$ cat src/ppsr_pkg.sv
package ppsr_pkg;

	// Operation codes carried in the opcode field of an input item.
	typedef enum logic [2:0] {
		OP_PLOT       = 3'd0,
		OP_LOAD_BOUND = 3'd1,
		OP_LOAD_COLOR = 3'd2,
		OP_READ       = 3'd3,
		OP_CLEAR      = 3'd4
	} opcode_t;

	// Result status codes.
	localparam logic [1:0] STATUS_OK   = 2'd0;
	localparam logic [1:0] STATUS_CLIP = 2'd1;
	localparam logic [1:0] STATUS_SLOT = 2'd2;

	// Configuration register indexes.
	localparam int         CFG_IDX_W          = 2;
	localparam logic [1:0] CFG_PIXEL_GAIN     = 2'd0;
	localparam logic [1:0] CFG_BOUNDARY_COUNT = 2'd1;

	// Gain of 1.0 in Q16.16.
	localparam logic [31:0] GAIN_RESET = 32'h0001_0000;

	typedef struct packed {
		logic [2:0]         opcode;
		logic [63:0]        particle_key;
		logic signed [31:0] pos_x;
		logic signed [31:0] pos_y;
		logic signed [31:0] pos_z;
		logic [14:0]        slot;
		logic [63:0]        load_value;
	} in_item_t;

	typedef struct packed {
		logic [23:0] pixel_color;
		logic [4:0]  owner;
		logic [1:0]  status;
	} out_item_t;

	typedef enum logic [3:0] {
		ST_INIT,
		ST_IDLE,
		ST_EXEC,
		ST_MAP,
		ST_WRL,
		ST_WRR,
		ST_CLEAR,
		ST_DONE
	} state_t;

	// Controls for the boundary/palette unit.
	typedef struct packed {
		logic bnd_we;
		logic pal_we;
		logic match_en;
		logic lookup_en;
	} tbl_ctrl_t;

	// Result of the range search: owner index and its palette colour.
	typedef struct packed {
		logic [23:0] color;
		logic [4:0]  owner;
	} match_res_t;

	// Controls for the coordinate pipeline.
	typedef struct packed {
		logic calc_en;
		logic map_en;
	} coord_ctrl_t;

	// Per-axis in-image flags from the coordinate pipeline.
	typedef struct packed {
		logic x;
		logic y;
		logic z;
	} coord_ok_t;

endpackage

$ cat src/ppsr_range_match.sv
module ppsr_range_match #(
	parameter int MAX_PROCS = 16
) (
	input  logic                  clk,
	input  ppsr_pkg::tbl_ctrl_t   ctrl,
	input  logic [14:0]           slot,
	input  logic [63:0]           load_value,
	input  logic [63:0]           key,
	input  logic [4:0]            bcount,
	output ppsr_pkg::match_res_t  res
);

	localparam int BOUND_DEPTH = MAX_PROCS + 1;
	localparam int BW          = $clog2(BOUND_DEPTH);
	localparam int PW          = (MAX_PROCS > 1) ? $clog2(MAX_PROCS) : 1;

	logic [63:0]          bnd_q [BOUND_DEPTH];
	logic [23:0]          pal_mem [2**PW];
	logic [MAX_PROCS-1:0] match_s1;
	logic [PW-1:0]        sel;
	logic                 found;
	logic [23:0]          pal_rd_q;
	logic                 hit_q;
	logic [4:0]           owner_q;

	// Boundaries live in registers so every range is compared at once.
	always_ff @(posedge clk) begin
		if (ctrl.bnd_we) begin
			bnd_q[slot[BW-1:0]] <= load_value;
		end
	end

	// Range p is live only when both of its boundaries are in use.
	always_ff @(posedge clk) begin
		if (ctrl.match_en) begin
			for (int p = 0; p < MAX_PROCS; p++) begin
				match_s1[p] <= (key > bnd_q[p]) && (key < bnd_q[p + 1]) &&
					((p + 2) <= int'(bcount));
			end
		end
	end

	// Lowest matching range wins.
	always_comb begin
		sel   = '0;
		found = 1'b0;
		for (int p = MAX_PROCS - 1; p >= 0; p--) begin
			if (match_s1[p]) begin
				sel   = PW'(p);
				found = 1'b1;
			end
		end
	end

	always_ff @(posedge clk) begin
		if (ctrl.pal_we) begin
			pal_mem[slot[PW-1:0]] <= load_value[23:0];
		end
		if (ctrl.lookup_en) begin
			pal_rd_q <= pal_mem[sel];
			hit_q    <= found;
			owner_q  <= found ? 5'(sel) : 5'(MAX_PROCS);
		end
	end

	assign res.color = hit_q ? pal_rd_q : 24'h0;
	assign res.owner = owner_q;

endmodule

$ cat config.mk
export PLATFORM = sky130hd
export DESIGN_NAME = ppsr_range_match
export DESIGN_NICKNAME = d
export VERILOG_FILES = /design/src/ppsr_pkg.sv /design/src/ppsr_range_match.sv
export SDC_FILE = /design/constraint.sdc
export NUM_CORES = 2
export LEC_CHECK = 0
export BUFFER_PORTS_ARGS = -buffer_cell sky130_fd_sc_hd__buf_4
export CORE_MARGIN = 3
export CORE_UTILIZATION = 55
export DETAILED_ROUTE_END_ITERATION = 10
export GPL_TIMING_DRIVEN = 0
export PLACE_DENSITY = 0.74
export SYNTH_ARGS = -nofsm -noshare
export SYNTH_HDL_FRONTEND = slang
export SYNTH_SLANG_ARGS = --single-unit
$ cat constraint.sdc
create_clock -name clk -period 5.6 [get_ports clk]
set_input_delay 0 -clock clk [delete_from_list [all_inputs] [get_ports clk]]
set_output_delay 0 -clock clk [all_outputs]
set_load 0.02 [all_outputs]
==> summary.md <==
| Metric | Value |
|---|---|
| Status | finished with violations |
| Failing checks | capacitance limit |
| Asr flop ratio synth | 0 |
| Distinct cell type count after synthesis | approximately 80 |
| Vias per cell | 6.09 |
| Hold WC Path Type | input pin to flip-flop |
| Post-DP HPWL | roughly 140 mm |
| Place WS | about 1.4 ns |
| Critical R2R Launch | bnd_q[5][51] |
| CP max stage cell | nor4bb_1 |
| Avg Cell Area, Syn | ~12 sq um |
| RSZ-0062 raised after global routing | no |
| Core Area | 140000 sq um |
| Post-synth top area share | 0.584 |
| Crit path DAT | roughly 5.1 ns |
| Startpoint types | flip-flop |
| Cts bufs inserted | roughly 160 |
| Initial Utilization | 0.557 |
| Number of synthesized register bits | between 1500 and 2000 |
| Worst Min Path Start | slot[0] |
| Die width | approximately 380 um |
| Clock latency on the worst-skew pair | slightly above 0.8 ns |
| Gr ovfl total | 0 |
| Post-Layout Cell Count | 8754 |
| Final wirelength | ~220 mm |
| Setup TNS | 0 ns |
| Final instance area | a little under 90000 sq um |
| WS Path Type | flip-flop to flip-flop |
| Commonest non-fill, non-tap cell in the layout | edfxtp_1 |
| Leakage power figure | ~37 nW |
| Worst EP required | ~6.2 ns |
| Total number of vias | 53300 |
| Sequential-to-total area share from yosys stat | 0.584 |
| Clock root cell | clkbuf_16 |
| Total Power | 25.9 mW |
| Depth of the worst hold-timing path | 3 |
| Power per cell area | between 200 and 300 nW/um^2 |
| Synth area leader | edfxtp_1 |
| CTS H-tree lvls | 4 |
| Initial drt markers | about 6300 |
| Initial antenna violation count | 16 |
| Placed Cells | about 8400 |
| Net Count, Synth | between 7000 and 8000 |
| Max rail drop VDD | between 0.3 and 0.4 mV |
| Relative slew slack | 0.0149 |
| Max-slew violations | 0 |
| Hold Slack | approximately 0.12 ns |
| Internal reg-to-reg setup slack | 1.08 ns |
| Crit path max-delay family | simple AND/OR/NAND/NOR gates |
| Highest-count cells in the layout ignoring fill and taps | 1518 x edfxtp_1, 1254 x inv_1, 1087 x ha_1 |
| Max Root-Sink Buffers | 3 |
| DP Area | around 83000 sq um |
| Top FF cell, synth | edfxtp_1 |
| Global-route wire length before repair | 319 mm |
| Vias in the first global route | around 52000 |
| Clock-pin slew on the worst setup and hold paths | ~0.060 ns |
| Die Height | approximately 380 um |
| Critical Path Fanout Max | 3 |
| Final core utilization | 0.635 |
| Max Freq | 0.221 GHz |
| Slew of the pin with the lowest slew margin | ~1.5 ns |
| Nets@finish | roughly 8000 |
| Max Cap Viol | 1 |
| Area Growth Syn to Fin | 14.1% |
| Worst path max stage delay | 1.14 ns |
| TritonRoute pass-1 iters | 8 |
| Syn Inst Count | around 6300 |
| Placer Congestion | 0.887 |
| Setup ws final | around 1.1 ns |
| DRC errors left | 0 |
| Period utilization | 0.806 |
| Yosys warnings | 0 |
| Worst r2r path cells | 7 |
| Die Footprint | roughly 150000 sq um |
| Rows | around 140 |
| Post-route minimum period | roughly 4.5 ns |
| Final hold viol count | 0 |
| Worst reg2reg path endpoint | match_s1[5] |
| I/O Buffers | between 150 and 200 |
| Ranking of synthesized cells by area | edfxtp_1 58%, ha_1 17%, inv_1 6.0%, a21oi_1 2.6%, o21ai_0 2.2% |
| Clk sinks | 1518 |
| Post-Route Skew | 0.0275 ns |
| Worst Setup End Kind | flip-flop |
| Layout cells sized above 1 | 0.0840 |
| GRT Total Usage | 0.294 |
| Syn Std Cell Area | 78100 sq um |
| Largest net degree at the start of global routing | 65 |
| Routed Antenna Nets | 0 |
| Buf+Inv Stages, Crit Path | 1 |
| Routed wire length per instance | about 25 um |
| IO Pins | around 180 |
| Final setup vio count | 0 |
| CP startpoint | bnd_q[5][51] |
| CTS tree | yes |
| Post-synth EDFFs | around 1500 |
| Crit-path cells | inv_1, ha_1, and4_1, nor4bb_1, nand4_1, o311ai_0, nor4b_1 |
| WHS Endpoint | pal_mem[4][2] |
==> sequential cells by signal, summed over array words and instances, names as in the netlist <==
signal    count
pal_mem     384
match_s1     16
bnd_q      1088
owner_q       5
hit_q         1
pal_rd_q     24
==> cell type report <==
type                       count  area, sq um
antenna                        7         17.5
buffer                        85          429
clock buffer                 196         4200
clock inverter               100         1010
fill                       10200        51200
inverter                    1255         4710
multi-input combinational   3412        27700
sequential                  1518        45600
tap                         1876         2350
timing repair buffer         305         3100
==> cells by family (layout without fill, tap and decap cells) <==
logic type               Yosys count  in the layout  share of synthesized area
AO/OA/AOI/OAI                   1286           1286                      0.104
adder cells (fa/ha/maj)         1087           1087                      0.174
buffers and inverters           1340           1941                     0.0658
flip-flops                      1518           1518                      0.584
multiplexers                      72             72                    0.00961
other                              0              7                          0
AND/OR/NAND/NOR                  967            967                     0.0628
==> worst register-to-register path, delay by kind of cell, from the launching register on <==
kind            cells  cell delay (ns)
simple gates        4             2.69
compound gates      1             0.99
flops               1             0.32
fa+ha+maj           1             0.29
buf+inv             1             0.04
==> power by group <==
group	internal, mW	switching [mW]	total (mW)
sequential	12.7	0.0473	12.8
clock	6.18	4.47	10.6
combinational	0.846	1.69	2.53
total	19.7	6.20	25.9
==> layer usage <==
layer	GRT usage	up-vias	routed length, um
li1	-	24000	-
met1	0.408	25900	87200
met2	0.454	2872	96400
met3	0.0713	521	25600
met4	0.107	8	8090
met5	0	-	55
==> worst max-delay path by stage <==
stage / endpoint / depth (start not counted)
floorplan: bnd_q[0][0] / 3
global placement: bnd_q[0][56] / 4
detailed placement: match_s1[5] / 7
CTS: match_s1[5] / 7
global route: match_s1[5] / 7
finish: match_s1[5] / 7
==> timing repair <==
action	CTS	global route
resized for setup	0	0
hold buffers	82	0
setup buffers	0	0
endpoints found under the hold margin	1719	0
==> Yosys cell counts (all sizes together) (11+ instances only) <==
library cell / count
edfxtp: 1518
inv: 1255
ha: 1087
a21oi: 406
o21ai: 348
nand2: 219
nor2: 211
o211ai: 201
nand4: 193
nand3: 100
a211oi: 72
a21o: 71
nor3: 59
clkbuf: 56
mux2i: 48
a2111oi: 45
nor4: 40
and2: 31
buf: 29
and4: 26
a221oi: 24
mux2: 24
nor2b: 23
o21a: 17
and3: 14
nand2b: 13
a211o: 12
a31oi: 11
No activity file was read; power rests on OpenSTA's default activity.
